`src/sv/srfd_pkg.sv`:
```
// shared types, constants and crc step function for the station reply frame decoder
package srfd_pkg;

  // configuration register indexes
  localparam int unsigned CfgIdxW = 2;
  typedef enum logic [CfgIdxW-1:0] {
    REG_CRC_POLYNOMIAL = 2'd0,
    REG_WAKEUP_CODE    = 2'd1,
    REG_START_CODE     = 2'd2,
    REG_END_CODE       = 2'd3
  } reg_index_t;

  // configuration reset values
  localparam logic [15:0] PolyReset   = 16'h8005;
  localparam logic [7:0]  WakeupReset = 8'hFF;
  localparam logic [7:0]  StartReset  = 8'h02;
  localparam logic [7:0]  EndReset    = 8'h03;

  // closing status codes
  typedef enum logic [2:0] {
    ST_OK        = 3'd0,
    ST_BAD_START = 3'd1,
    ST_BAD_LEN   = 3'd2,
    ST_BAD_END   = 3'd3,
    ST_BAD_CRC   = 3'd4
  } status_t;

  // parser phases, one-hot
  typedef enum logic [8:0] {
    PH_IDLE    = 9'b000000001,
    PH_START   = 9'b000000010,
    PH_COMMAND = 9'b000000100,
    PH_LENGTH  = 9'b000001000,
    PH_BODY    = 9'b000010000,
    PH_CRC_HI  = 9'b000100000,
    PH_CRC_LO  = 9'b001000000,
    PH_END     = 9'b010000000,
    PH_DONE    = 9'b100000000
  } phase_t;

  // live configuration
  typedef struct packed {
    logic [15:0] crc_polynomial;
    logic [7:0]  wakeup_code;
    logic [7:0]  start_code;
    logic [7:0]  end_code;
  } cfg_t;

  // one received beat
  typedef struct packed {
    logic [7:0] rx_byte;
    logic       first_byte;
  } beat_t;

  // one result beat
  typedef struct packed {
    logic       frame_done;
    logic [7:0] data_value;
    logic [7:0] data_position;
    logic [7:0] frame_command;
    logic [7:0] payload_length;
    logic [2:0] frame_status;
  } res_t;

  // shift one byte msb first through the crc register
  function automatic logic [15:0] crc_byte(input logic [15:0] crc_in,
                                           input logic [7:0]  data,
                                           input logic [15:0] poly);
    logic [15:0] c;
    logic        top;
    c = crc_in;
    for (int i = 7; i >= 0; i--) begin
      top = c[15];
      c = {c[14:0], data[i]};
      if (top) begin
        c = c ^ poly;
      end
    end
    return c;
  endfunction

endpackage

```
`src/sv/srfd_intf.sv`:
```
// handshake channel interfaces for received bytes, results and configuration writes

interface srfd_rx_if;
  logic       valid;
  logic       ready;
  logic [7:0] rx_byte;
  logic       first_byte;
  modport source (output valid, output rx_byte, output first_byte, input ready);
  modport sink (input valid, input rx_byte, input first_byte, output ready);
endinterface

interface srfd_res_if;
  logic       valid;
  logic       ready;
  logic       frame_done;
  logic [7:0] data_value;
  logic [7:0] data_position;
  logic [7:0] frame_command;
  logic [7:0] payload_length;
  logic [2:0] frame_status;
  modport source (output valid, output frame_done, output data_value, output data_position,
                  output frame_command, output payload_length, output frame_status,
                  input ready);
  modport sink (input valid, input frame_done, input data_value, input data_position,
                input frame_command, input payload_length, input frame_status,
                output ready);
endinterface

interface srfd_cfg_if;
  logic        valid;
  logic        ready;
  logic [1:0]  index;
  logic [15:0] data;
  modport source (output valid, output index, output data, input ready);
  modport sink (input valid, input index, input data, output ready);
endinterface

```
`src/sv/srfd_cfg_regs.sv`:
```
// configuration register file written over the cfg channel
module srfd_cfg_regs (
  input  logic                clk,
  input  logic                rst,
  srfd_cfg_if.sink            cfg,
  output srfd_pkg::cfg_t      regs
);

  // always ready for a write beat
  assign cfg.ready = 1'b1;

  // register writes
  always_ff @(posedge clk) begin
    if (rst) begin
      regs.crc_polynomial <= srfd_pkg::PolyReset;
      regs.wakeup_code    <= srfd_pkg::WakeupReset;
      regs.start_code     <= srfd_pkg::StartReset;
      regs.end_code       <= srfd_pkg::EndReset;
    end else if (cfg.valid) begin
      unique case (srfd_pkg::reg_index_t'(cfg.index))
        srfd_pkg::REG_CRC_POLYNOMIAL: regs.crc_polynomial <= cfg.data;
        srfd_pkg::REG_WAKEUP_CODE:    regs.wakeup_code    <= cfg.data[7:0];
        srfd_pkg::REG_START_CODE:     regs.start_code     <= cfg.data[7:0];
        srfd_pkg::REG_END_CODE:       regs.end_code       <= cfg.data[7:0];
        default: ;
      endcase
    end
  end

endmodule

```
`src/sv/srfd_parser.sv`:
```
// frame parse state machine with running crc, one beat per step
module srfd_parser (
  input  logic                clk,
  input  logic                rst,
  input  srfd_pkg::cfg_t      regs,
  input  logic                step,
  input  srfd_pkg::beat_t     beat,
  output logic                res_valid,
  output srfd_pkg::res_t      res
);

  srfd_pkg::phase_t phase, phase_next;
  logic [7:0]  held_command, held_command_next;
  logic [7:0]  held_length, held_length_next;
  logic [7:0]  byte_counter, byte_counter_next;
  logic [15:0] crc_register, crc_register_next;
  logic [15:0] received_crc, received_crc_next;
  logic [7:0]  counter_inc;

  assign counter_inc = byte_counter + 8'd1;

  // next state and result for the beat in the input register
  always_comb begin
    phase_next        = phase;
    held_command_next = held_command;
    held_length_next  = held_length;
    byte_counter_next = byte_counter;
    crc_register_next = crc_register;
    received_crc_next = received_crc;
    res_valid         = 1'b0;
    res               = '0;
    if (beat.first_byte) begin
      // restart: a fresh frame begins here
      held_command_next = '0;
      held_length_next  = '0;
      byte_counter_next = '0;
      crc_register_next = '0;
      received_crc_next = '0;
      if (beat.rx_byte == regs.wakeup_code) begin
        phase_next = srfd_pkg::PH_START;
      end else if (beat.rx_byte == regs.start_code) begin
        phase_next = srfd_pkg::PH_COMMAND;
      end else begin
        res_valid        = 1'b1;
        res.frame_done   = 1'b1;
        res.frame_status = srfd_pkg::ST_BAD_START;
        phase_next       = srfd_pkg::PH_DONE;
      end
    end else begin
      unique case (phase) inside
        srfd_pkg::PH_IDLE, srfd_pkg::PH_DONE: ;
        srfd_pkg::PH_START: begin
          if (beat.rx_byte == regs.start_code) begin
            phase_next = srfd_pkg::PH_COMMAND;
          end else begin
            res_valid        = 1'b1;
            res.frame_done   = 1'b1;
            res.frame_status = srfd_pkg::ST_BAD_START;
            phase_next       = srfd_pkg::PH_DONE;
          end
        end
        srfd_pkg::PH_COMMAND: begin
          held_command_next = beat.rx_byte;
          phase_next        = srfd_pkg::PH_LENGTH;
        end
        srfd_pkg::PH_LENGTH: begin
          held_length_next = beat.rx_byte;
          if (beat.rx_byte < 8'd2) begin
            res_valid         = 1'b1;
            res.frame_done    = 1'b1;
            res.frame_command = held_command;
            res.frame_status  = srfd_pkg::ST_BAD_LEN;
            phase_next        = srfd_pkg::PH_DONE;
          end else begin
            crc_register_next = {held_command, beat.rx_byte};
            byte_counter_next = '0;
            phase_next        = srfd_pkg::PH_BODY;
          end
        end
        srfd_pkg::PH_BODY: begin
          crc_register_next = srfd_pkg::crc_byte(crc_register, beat.rx_byte,
                                                 regs.crc_polynomial);
          // the two station bytes are covered by the crc but not passed on
          if (byte_counter >= 8'd2) begin
            res_valid          = 1'b1;
            res.data_value     = beat.rx_byte;
            res.data_position  = byte_counter - 8'd2;
            res.frame_command  = held_command;
            res.payload_length = held_length - 8'd2;
            res.frame_status   = srfd_pkg::ST_OK;
          end
          byte_counter_next = counter_inc;
          if (counter_inc >= held_length) begin
            phase_next = srfd_pkg::PH_CRC_HI;
          end
        end
        srfd_pkg::PH_CRC_HI: begin
          received_crc_next = {beat.rx_byte, 8'h00};
          // even covered count needs 16 padding bits: first 8 go here
          if (!held_length[0]) begin
            crc_register_next = srfd_pkg::crc_byte(crc_register, 8'h00,
                                                   regs.crc_polynomial);
          end
          phase_next = srfd_pkg::PH_CRC_LO;
        end
        srfd_pkg::PH_CRC_LO: begin
          received_crc_next = {received_crc[15:8], beat.rx_byte};
          crc_register_next = srfd_pkg::crc_byte(crc_register, 8'h00,
                                                 regs.crc_polynomial);
          phase_next        = srfd_pkg::PH_END;
        end
        srfd_pkg::PH_END: begin
          res_valid          = 1'b1;
          res.frame_done     = 1'b1;
          res.frame_command  = held_command;
          res.payload_length = held_length - 8'd2;
          if (beat.rx_byte != regs.end_code) begin
            res.frame_status = srfd_pkg::ST_BAD_END;
          end else if (crc_register != received_crc) begin
            res.frame_status = srfd_pkg::ST_BAD_CRC;
          end else begin
            res.frame_status = srfd_pkg::ST_OK;
          end
          phase_next = srfd_pkg::PH_DONE;
        end
        default: ;
      endcase
    end
  end

  // phase register
  always_ff @(posedge clk) begin
    if (rst) begin
      phase <= srfd_pkg::PH_IDLE;
    end else if (step) begin
      phase <= phase_next;
    end
  end

  // frame context registers
  always_ff @(posedge clk) begin
    if (step) begin
      held_command <= held_command_next;
      held_length  <= held_length_next;
      byte_counter <= byte_counter_next;
      crc_register <= crc_register_next;
      received_crc <= received_crc_next;
    end
  end

endmodule

```
`src/sv/station_reply_frame_decoder.sv`:
```
// station reply frame decoder: registered input byte, registered result
// throughput one byte per cycle while the result channel keeps up
// an input register and a result register bound the single parse stage
// a byte that makes no result moves on even while a result waits downstream
// rst (synchronous) empties both registers, returns the parser to idle and
// loads the configuration reset values
module station_reply_frame_decoder (
  input  logic        clk,
  input  logic        rst,
  srfd_rx_if.sink     rx,
  srfd_res_if.source  result,
  srfd_cfg_if.sink    cfg
);

  srfd_pkg::cfg_t  regs;
  srfd_pkg::beat_t beat;
  srfd_pkg::res_t  res;
  srfd_pkg::res_t  res_q;
  logic            beat_valid;
  logic            res_valid;
  logic            out_valid;
  logic            advance;

  srfd_cfg_regs u_cfg_regs (
    .clk  (clk),
    .rst  (rst),
    .cfg  (cfg),
    .regs (regs)
  );

  srfd_parser u_parser (
    .clk       (clk),
    .rst       (rst),
    .regs      (regs),
    .step      (advance),
    .beat      (beat),
    .res_valid (res_valid),
    .res       (res)
  );

  // the held beat moves on when its result has a place to go or when it makes no result
  assign advance  = beat_valid && (!out_valid || result.ready || !res_valid);
  assign rx.ready = !beat_valid || advance;

  // input register
  always_ff @(posedge clk) begin
    if (rst) begin
      beat_valid <= 1'b0;
    end else if (rx.valid && rx.ready) begin
      beat_valid <= 1'b1;
    end else if (advance) begin
      beat_valid <= 1'b0;
    end
  end

  always_ff @(posedge clk) begin
    if (rx.valid && rx.ready) begin
      beat.rx_byte    <= rx.rx_byte;
      beat.first_byte <= rx.first_byte;
    end
  end

  // result register
  always_ff @(posedge clk) begin
    if (rst) begin
      out_valid <= 1'b0;
    end else if (advance && res_valid) begin
      out_valid <= 1'b1;
    end else if (result.ready) begin
      out_valid <= 1'b0;
    end
  end

  always_ff @(posedge clk) begin
    if (advance && res_valid) begin
      res_q <= res;
    end
  end

  assign result.valid          = out_valid;
  assign result.frame_done     = res_q.frame_done;
  assign result.data_value     = res_q.data_value;
  assign result.data_position  = res_q.data_position;
  assign result.frame_command  = res_q.frame_command;
  assign result.payload_length = res_q.payload_length;
  assign result.frame_status   = res_q.frame_status;

endmodule

```
`src/flat_wrapper.sv`:
```
// flat-port wrapper written by rule: the top's interface ports become plain ports
module station_reply_frame_decoder_flat 
  (clk, rst, rx_valid, rx_rx_byte, rx_first_byte, rx_ready, result_valid, result_frame_done, result_data_value, result_data_position, result_frame_command, result_payload_length, result_frame_status, result_ready, cfg_valid, cfg_index, cfg_data, cfg_ready);
  srfd_rx_if rx_i ();
  srfd_res_if result_i ();
  srfd_cfg_if cfg_i ();
  input  logic clk;
  input  logic rst;
  input wire logic [$bits(rx_i.valid)-1:0] rx_valid;
  input wire logic [$bits(rx_i.rx_byte)-1:0] rx_rx_byte;
  input wire logic [$bits(rx_i.first_byte)-1:0] rx_first_byte;
  output wire logic [$bits(rx_i.ready)-1:0] rx_ready;
  output wire logic [$bits(result_i.valid)-1:0] result_valid;
  output wire logic [$bits(result_i.frame_done)-1:0] result_frame_done;
  output wire logic [$bits(result_i.data_value)-1:0] result_data_value;
  output wire logic [$bits(result_i.data_position)-1:0] result_data_position;
  output wire logic [$bits(result_i.frame_command)-1:0] result_frame_command;
  output wire logic [$bits(result_i.payload_length)-1:0] result_payload_length;
  output wire logic [$bits(result_i.frame_status)-1:0] result_frame_status;
  input wire logic [$bits(result_i.ready)-1:0] result_ready;
  input wire logic [$bits(cfg_i.valid)-1:0] cfg_valid;
  input wire logic [$bits(cfg_i.index)-1:0] cfg_index;
  input wire logic [$bits(cfg_i.data)-1:0] cfg_data;
  output wire logic [$bits(cfg_i.ready)-1:0] cfg_ready;
  assign rx_i.valid = rx_valid;
  assign rx_i.rx_byte = rx_rx_byte;
  assign rx_i.first_byte = rx_first_byte;
  assign rx_ready = rx_i.ready;
  assign result_valid = result_i.valid;
  assign result_frame_done = result_i.frame_done;
  assign result_data_value = result_i.data_value;
  assign result_data_position = result_i.data_position;
  assign result_frame_command = result_i.frame_command;
  assign result_payload_length = result_i.payload_length;
  assign result_frame_status = result_i.frame_status;
  assign result_i.ready = result_ready;
  assign cfg_i.valid = cfg_valid;
  assign cfg_i.index = cfg_index;
  assign cfg_i.data = cfg_data;
  assign cfg_ready = cfg_i.ready;
  station_reply_frame_decoder u_core (.clk(clk), .rst(rst), .rx(rx_i), .result(result_i), .cfg(cfg_i));
endmodule
```
`config.mk`:
```
export PLATFORM = sky130hd
export DESIGN_NAME = station_reply_frame_decoder_flat
export DESIGN_NICKNAME = d
export VERILOG_FILES = /design/src/sv/srfd_pkg.sv /design/src/sv/srfd_intf.sv /design/src/sv/srfd_cfg_regs.sv /design/src/sv/srfd_parser.sv /design/src/sv/station_reply_frame_decoder.sv /design/src/flat_wrapper.sv
export SDC_FILE = /design/constraint.sdc
export NUM_CORES = 1
export LEC_CHECK = 0
export BUFFER_PORTS_ARGS = -buffer_cell sky130_fd_sc_hd__clkbuf_2
export CORE_ASPECT_RATIO = 0.6
export CORE_UTILIZATION = 60
export CTS_BUF_LIST = sky130_fd_sc_hd__clkbuf_8
export DETAILED_ROUTE_END_ITERATION = 8
export PLACE_DENSITY = 0.8
export SYNTH_ARGS = -nofsm -noshare
export SYNTH_HDL_FRONTEND = slang
export SYNTH_SLANG_ARGS = --single-unit
export TNS_END_PERCENT = 50
```
`constraint.sdc`:
```
create_clock -name clk -period 5.15 [get_ports clk]
set_input_delay 0.2575 -clock clk [delete_from_list [all_inputs] [get_ports clk]]
set_output_delay 0.2575 -clock clk [all_outputs]
set_load 0.1 [all_outputs]
```
==> run_results.csv <==
group,metric,value,unit
outcome,status,"finished, final reports clean",
timing,finalSetupViolCount,0,
yosys,synth.area.top_cells,"edfxtp_1 33%, xnor2_1 12%, dfxtp_1 11%, nand2_1 9.0%, nor2_1 3.7%",
power_and_ir_drop,power_density,274,nW/um^2
routing,via_count,7384,
yosys,yosys_warnings,0,
placement,portBuffers,69,
yosys,synthTopCellsByCount,"223 x nand2_1, 123 x xnor2_1, 101 x edfxtp_1",
yosys,syn-mean-instance-area,9.04,sq um
routing,via_per_inst,5.76,
timing,fin_setup_tns,0,ps
yosys,syn-cell-area,9300,sq um
yosys,yosysSeqAreaShare,43.6,%
timing,fin_crit,4520,ps
global_routing,grt_pass1_vias,6758,
clock_tree,clkSinkCount,152,
routing,drtAntennaViolNets,0,
power_and_ir_drop,power,2.78,mW
placement,gp_congestion,0.884,
routing,wl_per_cell,17.4,um
timing,skew,17.5,ps
global_routing,grt_util_met3,5.85,%
finish,nFillCells,1165,
clock_tree,clockBufferDepth,2,
worst_hold_path,hp-class,"primary input to flop",
power_and_ir_drop,leakagePower,3.88,nW
finish,layoutNonFillerInstCount,1283,
critical_path,critPathKind,"flop to flop",
timing,worst_pin_slew,1080,ps
timing,rsz0062_at_grt,"no",
timing,clock.fmax,0.221,GHz
global_routing,antenna_found_initial,0,
critical_path,end_kind,"flop",
timing,drv_slew,0,
finish,nets,1117,
global_routing,met2_usage,40.0,%
yosys,synth_area_leader_cell,"edfxtp_1",
critical_path,startpoint_type,"flop",
routing,drt_iter0_markers,899,
floorplan,ios,71,
finish,fin_area,10100,sq um
yosys,synth.most_common_cell,"nand2_1",
global_routing,grtUsageMet1,44.7,%
floorplan,die_w,163,um
critical_path,rr_worst_depth,13,
yosys,ys.flop_type,"edfxtp_1",
flow_run,drv_cap,0,
finish,area_growth,9.18,%
clock_tree,clk_latency,450,ps
finish,n_antenna_cell,0,
clock_tree,cts_root_buffer,"clkbuf_8",
routing,routed_wl,22.3,mm
critical_path,crit_arrival,4770,ps
global_routing,grt_max_degree,52,
floorplan,core.rowCount,34,
yosys,synth-seq-cells,152,
timing,hold_viol,0,
floorplan,dieArea,16000,sq um
yosys,synth_cell_types,76,
worst_hold_path,worstHoldPathCells,3,
placement,placedCellCount,1242,
floorplan,start_util,62.8,%
global_routing,track_usage,28.7,%
yosys,synthArstFlopShare,0,%
finish,fin_util,68.6,%
yosys,syn_inst,1028,
floorplan,die_y,98.4,um
routing,first_pass_iters,6,
clock_tree,cts_tree,"built",
timing,relSlewSlack,28.3,%
clock_tree,numCtsBuffers,17,
critical_path,required,5400,ps
yosys,syn-num-nets,1073,
timing,period_share,87.7,%
yosys,synth_edf_count,101,
placement,place_area,9710,sq um
global_routing,overflow,0,
critical_path,crit_fanout,16,
finish,drive_above_1_share,13.0,%
power_and_ir_drop,max-vdd-ir-drop,0.000180,V
floorplan,core,14800,sq um
yosys,synth_top_area_share,32.6,%
clock_tree,cts.clk_slew.worst_paths,100,ps
placement,dp_hpwl,16.1,mm
routing,route.detailed.drc,0,
global_routing,grt_first_pass_wirelength,35.4,mm
clock_tree,cts_max_level,4,
global_routing,busiest_layer,"met1",
critical path, stage by stage (launching register included):
cell,delay [ps]
edfxtp_1,620
and4bb_1,410
a221oi_4,60
xnor2_2,550
nand2_1,150
xor3_2,500
and3_1,220
or3_4,400
o21a_4,250
xnor2_2,440
nand2_1,130
xnor2_1,170
and3_1,200
nor4_1,230
cells in the final DEF (no fill, tap or decap), types with 17 or more instances in the layout:
cell | netlist | layout
xor2_1 | 32 | 32
inv_1 | 30 | 31
dfxtp_1 | 51 | 51
nand2_1 | 223 | 223
clkbuf_2 | 0 | 69
nand2b_1 | 18 | 18
nor2_1 | 91 | 90
edfxtp_1 | 101 | 101
clkbuf_8 | 0 | 17
a21oi_1 | 64 | 64
xnor2_1 | 123 | 123
kinds of logic (layout without fill, tap and decap cells):
| kind of cell | count (synthesis) | in the layout | share of synthesized area (%) |
|---|---|---|---|
| AO/OA/AOI/OAI | 134 | 134 | 9.96 |
| XOR/XNOR | 161 | 161 | 15.8 |
| adder cells (fa/ha/maj) | 13 | 13 | 1.75 |
| buffers and inverters | 95 | 152 | 4.27 |
| flip-flops | 152 | 152 | 43.6 |
| multiplexers | 16 | 16 | 1.74 |
| other | 1 | 1 | 0.0403 |
| AND/OR/NAND/NOR | 456 | 456 | 22.8 |
state kept, by name (all words and copies together) (netlist names), 9 cells and up:
name,flops
u_core.u_parser.phase,9
u_core.beat,9
u_core.u_parser.crc_register,16
u_core.u_parser.received_crc,16
u_core.u_cfg_regs.regs,40
what timing repair did:
| action | 4_1_cts | 5_1_grt |
|---|---|---|
| endpoints found under the hold margin | 9 | 0 |
| resized for setup | 0 | 0 |
| hold buffers | 9 | 0 |
| setup buffers | 0 | 0 |
final timing paths:
path,from,to,slack (ps)
worst max-delay path,u_core.u_parser.crc_register[14]$_SDFFCE_PP0P_,u_core.u_parser.crc_register[2]$_SDFFCE_PP0P_,630
worst min-delay path,cfg_data[13],u_core.u_cfg_regs.regs[37]$_SDFFE_PP0P_,20
worst max register to register,u_core.u_parser.crc_register[14]$_SDFFCE_PP0P_,u_core.u_parser.crc_register[2]$_SDFFCE_PP0P_,630
worst min register to register,u_core.u_parser.phase[0]$_SDFFE_PP1P_,u_core.u_parser.phase[0]$_SDFFE_PP1P_,460
layout make-up:
cell class	instances	area, sq um	area share [%]
multi-input combinational	781	4860	47.9
sequential	152	4050	39.9
timing repair buffer	90	526	5.18
tap	198	248	2.44
clock buffer	17	234	2.31
clock inverter	15	118	1.16
inverter	30	113	1.11
layer usage:
| layer | wire [um] | part of all wire (%) |
|---|---|---|
| met2 | 9210 | 41 |
| met4 | 269 | 1.2 |
| met3 | 2310 | 10 |
| met5 | 0 | 0 |
| met1 | 10500 | 47 |
metrics by stage:
stage | hold slack [ps] | worst slack, ps
2_1_floorplan | 356 | 1180
3_3_place_gp | 431 | 804
3_5_place_dp | 436 | 700
4_1_cts | 0.0177 | 658
5_1_grt | 14.7 | 259
6_report | 19.2 | 633
where the power goes:
group          internal, mW  total (mW)  switching [mW]
clock network         0.344       0.843           0.499
logic                 0.210       0.549           0.340
registers              1.34        1.39          0.0490
No activity file was read; power rests on OpenSTA's default activity.
